## src/rtl/core/bf2d_pkg.sv

```systemverilog
// Shared types and constants for the zero-padded 2-D box filter.
// Used by bf2d_ctrl, bf2d_dp and box_filter_2d_zero_pad; depends on nothing.
`default_nettype none

package bf2d_pkg;

    localparam int PIX_W      = 8;
    localparam int PORT_CH    = 4;
    localparam int COORD_W    = 11;
    localparam int Q_W        = 8;
    localparam int CFG_IDX_W  = 2;
    localparam int CFG_DATA_W = 12;
    localparam int KSZ_W      = 3;
    localparam int DIM_W      = 12;
    localparam int CHN_W      = 3;

    localparam int DEF_MAX_KERNEL   = 7;
    localparam int DEF_MAX_WIDTH    = 2048;
    localparam int DEF_MAX_HEIGHT   = 2048;
    localparam int DEF_MAX_CHANNELS = 4;

    localparam logic [KSZ_W-1:0] RST_KERNEL   = 3'd3;
    localparam logic [DIM_W-1:0] RST_WIDTH    = 12'd640;
    localparam logic [DIM_W-1:0] RST_HEIGHT   = 12'd480;
    localparam logic [CHN_W-1:0] RST_CHANNELS = 3'd3;

    typedef enum logic [CFG_IDX_W-1:0] {
        CFG_KERNEL   = 2'd0,
        CFG_WIDTH    = 2'd1,
        CFG_HEIGHT   = 2'd2,
        CFG_CHANNELS = 2'd3
    } t_cfg_idx;

    typedef struct packed {
        logic take;
        logic gath;
        logic dload;
        logic div;
        logic load_out;
    } t_cmd;

    typedef struct packed {
        logic has_result;
        logic gath_last;
        logic div_last;
        logic out_free;
    } t_sts;

endpackage

`default_nettype wire

```

## src/rtl/core/bf2d_ctrl.sv

```systemverilog
// Sequencer of the box filter: one item at a time through gather, divide and output.
// Depends on bf2d_pkg for the command and status structs.
`default_nettype none

module bf2d_ctrl (
    input  wire logic          i_clk,
    input  wire logic          i_rst_n,
    input  wire logic          i_valid,
    input  wire bf2d_pkg::t_sts i_sts,
    output bf2d_pkg::t_cmd     o_cmd,
    output logic               o_stall
);

    typedef enum logic [5:0] {
        ST_IDLE  = 6'b000001,
        ST_GATH  = 6'b000010,
        ST_FLUSH = 6'b000100,
        ST_DLOAD = 6'b001000,
        ST_DIV   = 6'b010000,
        ST_OUT   = 6'b100000
    } t_state;

    t_state r_state, n_state;

    always_comb begin
        n_state        = r_state;
        o_cmd          = '0;
        o_cmd.take     = (r_state == ST_IDLE) && i_valid;
        o_cmd.gath     = (r_state == ST_GATH);
        o_cmd.dload    = (r_state == ST_DLOAD);
        o_cmd.div      = (r_state == ST_DIV);
        o_cmd.load_out = (r_state == ST_OUT) && i_sts.out_free;
        case (r_state)
            ST_IDLE: begin
                if (i_valid && i_sts.has_result) n_state = ST_GATH;
            end
            ST_GATH: begin
                if (i_sts.gath_last) n_state = ST_FLUSH;
            end
            ST_FLUSH: n_state = ST_DLOAD;
            ST_DLOAD: n_state = ST_DIV;
            ST_DIV: begin
                if (i_sts.div_last) n_state = ST_OUT;
            end
            ST_OUT: begin
                if (i_sts.out_free) n_state = ST_IDLE;
            end
            default: n_state = ST_IDLE;
        endcase
    end

    always_ff @(posedge i_clk) begin
        if (!i_rst_n) begin
            r_state <= ST_IDLE;
        end else begin
            r_state <= n_state;
        end
    end

    assign o_stall = (r_state != ST_IDLE);

endmodule

`default_nettype wire

```

## config.mk

```make
export PLATFORM = sky130hd
export DESIGN_NAME = bf2d_ctrl
export DESIGN_NICKNAME = d
export VERILOG_FILES = /design/src/rtl/core/bf2d_pkg.sv /design/src/rtl/core/bf2d_ctrl.sv
export SDC_FILE = /design/constraint.sdc
export NUM_CORES = 1
export LEC_CHECK = 0
export BUFFER_PORTS_ARGS = -buffer_cell sky130_fd_sc_hd__buf_4
export CAP_MARGIN = 20
export CORE_AREA = 2 2 39 41
export CTS_CLUSTER_SIZE = 8
export DETAILED_ROUTE_END_ITERATION = 10
export DIE_AREA = 0 0 41 43
export SETUP_SLACK_MARGIN = 0.02
export SLEW_MARGIN = 20
export SYNTH_ARGS = -nofsm -noshare
export SYNTH_HDL_FRONTEND = slang
export SYNTH_SLANG_ARGS = --single-unit
export TNS_END_PERCENT = 50
```

## constraint.sdc

```tcl
create_clock -name i_clk -period 1.5 [get_ports i_clk]
set_input_delay 0.075 -clock i_clk [delete_from_list [all_inputs] [get_ports i_clk]]
set_output_delay 0.075 -clock i_clk [all_outputs]
set_load 0.02 [all_outputs]
```

==> results by group <==
Status
  • Status: complete, but fails checks
  • Violated checks: setup timing

Die
  • Die extent in y: 43 um
  • Die ar.: between 1500 and 2000 um2
  • Initial Utilization: 0.285
  • # rows: 14
  • I/O pin count: 13
  • Core ar.: around 1400 um2
  • Die Span X: ~40 um

Place
  • Dpl cell area: 609 um2
  • Post-detail-place hpwl: 857 um
  • Number of port buffers: 12
  • Placed Cells incl. Taps: 80
  • Dpl ws: around 0.022 ns
  • GP Congestion: around 0.72

Finish
  • Layout area overhead: 86.7%
  • Final #Nets: 84
  • Biggest regs: r_state x6
  • Fin util: 0.532
  • Max reg flops: 6
  • Design area: 736 um2
  • Most common cell after layout, fill and taps aside: buf_4
  • Commonest cells after routing, fill and taps aside: buf_4, buf_6
  • Layout cells sized above 1: 0.680
  • Biggest register: r_state
  • Fin cells: 91
  • Antenna diodes: 0

STA
  • Slew Limit Fails: 0
  • Setup violators final: 7
  • Max-slew headroom: 0.711
  • Setup TNS: -0.566 ns
  • Worst slew pin tran: around 0.43 ns
  • Period Utilization, post-route: 1.10
  • Fin. Hold Viols: 0
  • WHS: ~0.076 ns
  • FMAX: 605 MHz
  • Clock skew: roughly 0.0033 ns
  • Setup WS post-layout: -0.153 ns
  • RSZ-0062 raised after global routing: yes
  • Min Clock Period, post-route: around 1.7 ns

Critical path
  • CP dominant cell by count: buf_6
  • Crit path from: r_state[2]
  • Startpoint types: flip-flop
  • R2R setup slack: -0.12 ns
  • CP Max Fanout: 4
  • CP max stage delay: between 0.5 and 0.6 ns
  • Setup crit end: o_cmd[1]
  • WS Path Type: flip-flop to output port
  • RR Endpoint: r_state[1]
  • Reg2Reg Depth: 5
  • Reg-to-Reg Start: r_state[2]
  • Endpoint class of the critical path: output port
  • Worst path slowest cell: or4_4
  • CP required: 1.42 ns
  • Crit path cell chain: or4_4 -> buf_6 -> nor3b_4 -> buf_6
  • Crit path arrival time: about 1.6 ns

GRT
  • Vias in the first global route: around 480
  • Overflow left after global routing: 0
  • First-pass GRT wire length: ~1900 um
  • Gr usage total: 0.160
  • Initial antenna violation count: 0
  • Largest net degree at the start of global routing: 8

Synth
  • Netlist cell types: 25
  • Post-synthesis cell area: around 390 um2
  • Synth Register Bits: 6
  • Asr flop ratio synth: 0
  • EDFF count, synth: 0
  • Mean Syn Cell Area: ~9 um2
  • Cells after Synth: 45
  • Sequential-to-total area share from yosys stat: 0.305
  • Ys Warns: 0
  • Syn_nets: 52
  • Top FF cell, synth: dfxtp_1

Clock tree
  • CTS H-tree lvls: 1
  • Clk slew on worst S/H paths: around 0.050 ns
  • CTS root buf: clkbuf_4
  • Clk_lat worst skew: 0.25 ns
  • Deepest clock path buffer count: 2
  • Clock sinks: 6
  • Total CTS buffers: 3
  • CTS tree: done

Power and ir drop
  • Static Leak: about 0.32 nW
  • Tot Pwr: ~0.80 mW
  • VDD IR max: 0.000615 V
  • Pwr/cell area: roughly 1100 nW/um2

Detailed routing
  • DR vias/cell: 5.04
  • Pre-Repair DR Iteration Count: 4
  • WL final: about 1200 um
  • Initial DRC count: 9
  • Antenna viol nets, final: 0
  • DRC viols: 0
  • DR vias: about 460
  • WL per Instance: 13.0 um

Min path
  • Worst Hold Class: input pin to flip-flop

Run
  • Max-Cap Viols: 0
==> layer usage <==
metal / GRT usage / routed length (um) / vias to the layer above
met2: 0.272 / 650 / 17
li1: - / - / 227
met1: 0.162 / 465 / 213
met3: 0.0366 / 59 / 2
met5: 0 / 0 / -
met4: 0.100 / 8 / 0
==> repair_timing <==
action,4_1_cts,5_1_grt
buffers inserted,5,3
hold buffers,0,0
cloned,0,0
gates resized for setup,10,5
setup endpoints to repair,9,12
pin swaps,6,6
==> report_power, final <==
part           total [mW]  internal (mW)  switching [mW]
clock network       0.155         0.0909          0.0643
logic               0.445          0.257           0.188
registers           0.201          0.178          0.0230
total               0.801          0.525           0.276
==> critical path, delay by kind of cell (launching register included) <==
family,cells,cell delay [ns]
AND/OR/NAND/NOR,2,0.71
flip-flops,1,0.34
buffers and inverters,2,0.28
==> how the worst min path moves through the flow <==
stage / from / end / slack [ns] / cells past startpoint
after global placement: i_rst_n / r_state[0] / 0.34 / 2
after detailed placement: i_rst_n / r_state[0] / 0.33 / 2
final: i_rst_n / r_state[0] / 0.08 / 2
after global routing: i_rst_n / r_state[0] / 0.09 / 2
after CTS: i_rst_n / r_state[0] / 0.08 / 2
after floorplan: i_rst_n / r_state[0] / 0.16 / 1
==> synthesized netlist by cell type, types with 2 or more instances <==
cell type | number | area share
inv_1 | 3 | 0.029
nor3b_1 | 4 | 0.076
nor2_1 | 3 | 0.029
nor3_1 | 3 | 0.038
o211ai_1 | 2 | 0.038
nand2_1 | 5 | 0.048
nand3b_2 | 2 | 0.057
dfxtp_1 | 6 | 0.30
==> final cells by class <==
type	instances	area (um2)
fillers	135	648
multi-input cells	34	318
repair buffers	29	233
flip-flops and latches	6	131
clock buffers	3	22.5
well taps	16	20.0
inverters	3	11.3
==> cells by family after synthesis <==
| group | synth area share |
|---|---|
| DFF | 0.305 |
| muxes | 0.0254 |
| buffers and inverters | 0.0762 |
| and+or+nand+nor | 0.394 |
| AOI/OAI and AO/OA | 0.178 |
| xor gates and xnor gates | 0.0222 |
No activity file was read; power rests on OpenSTA's default activity.
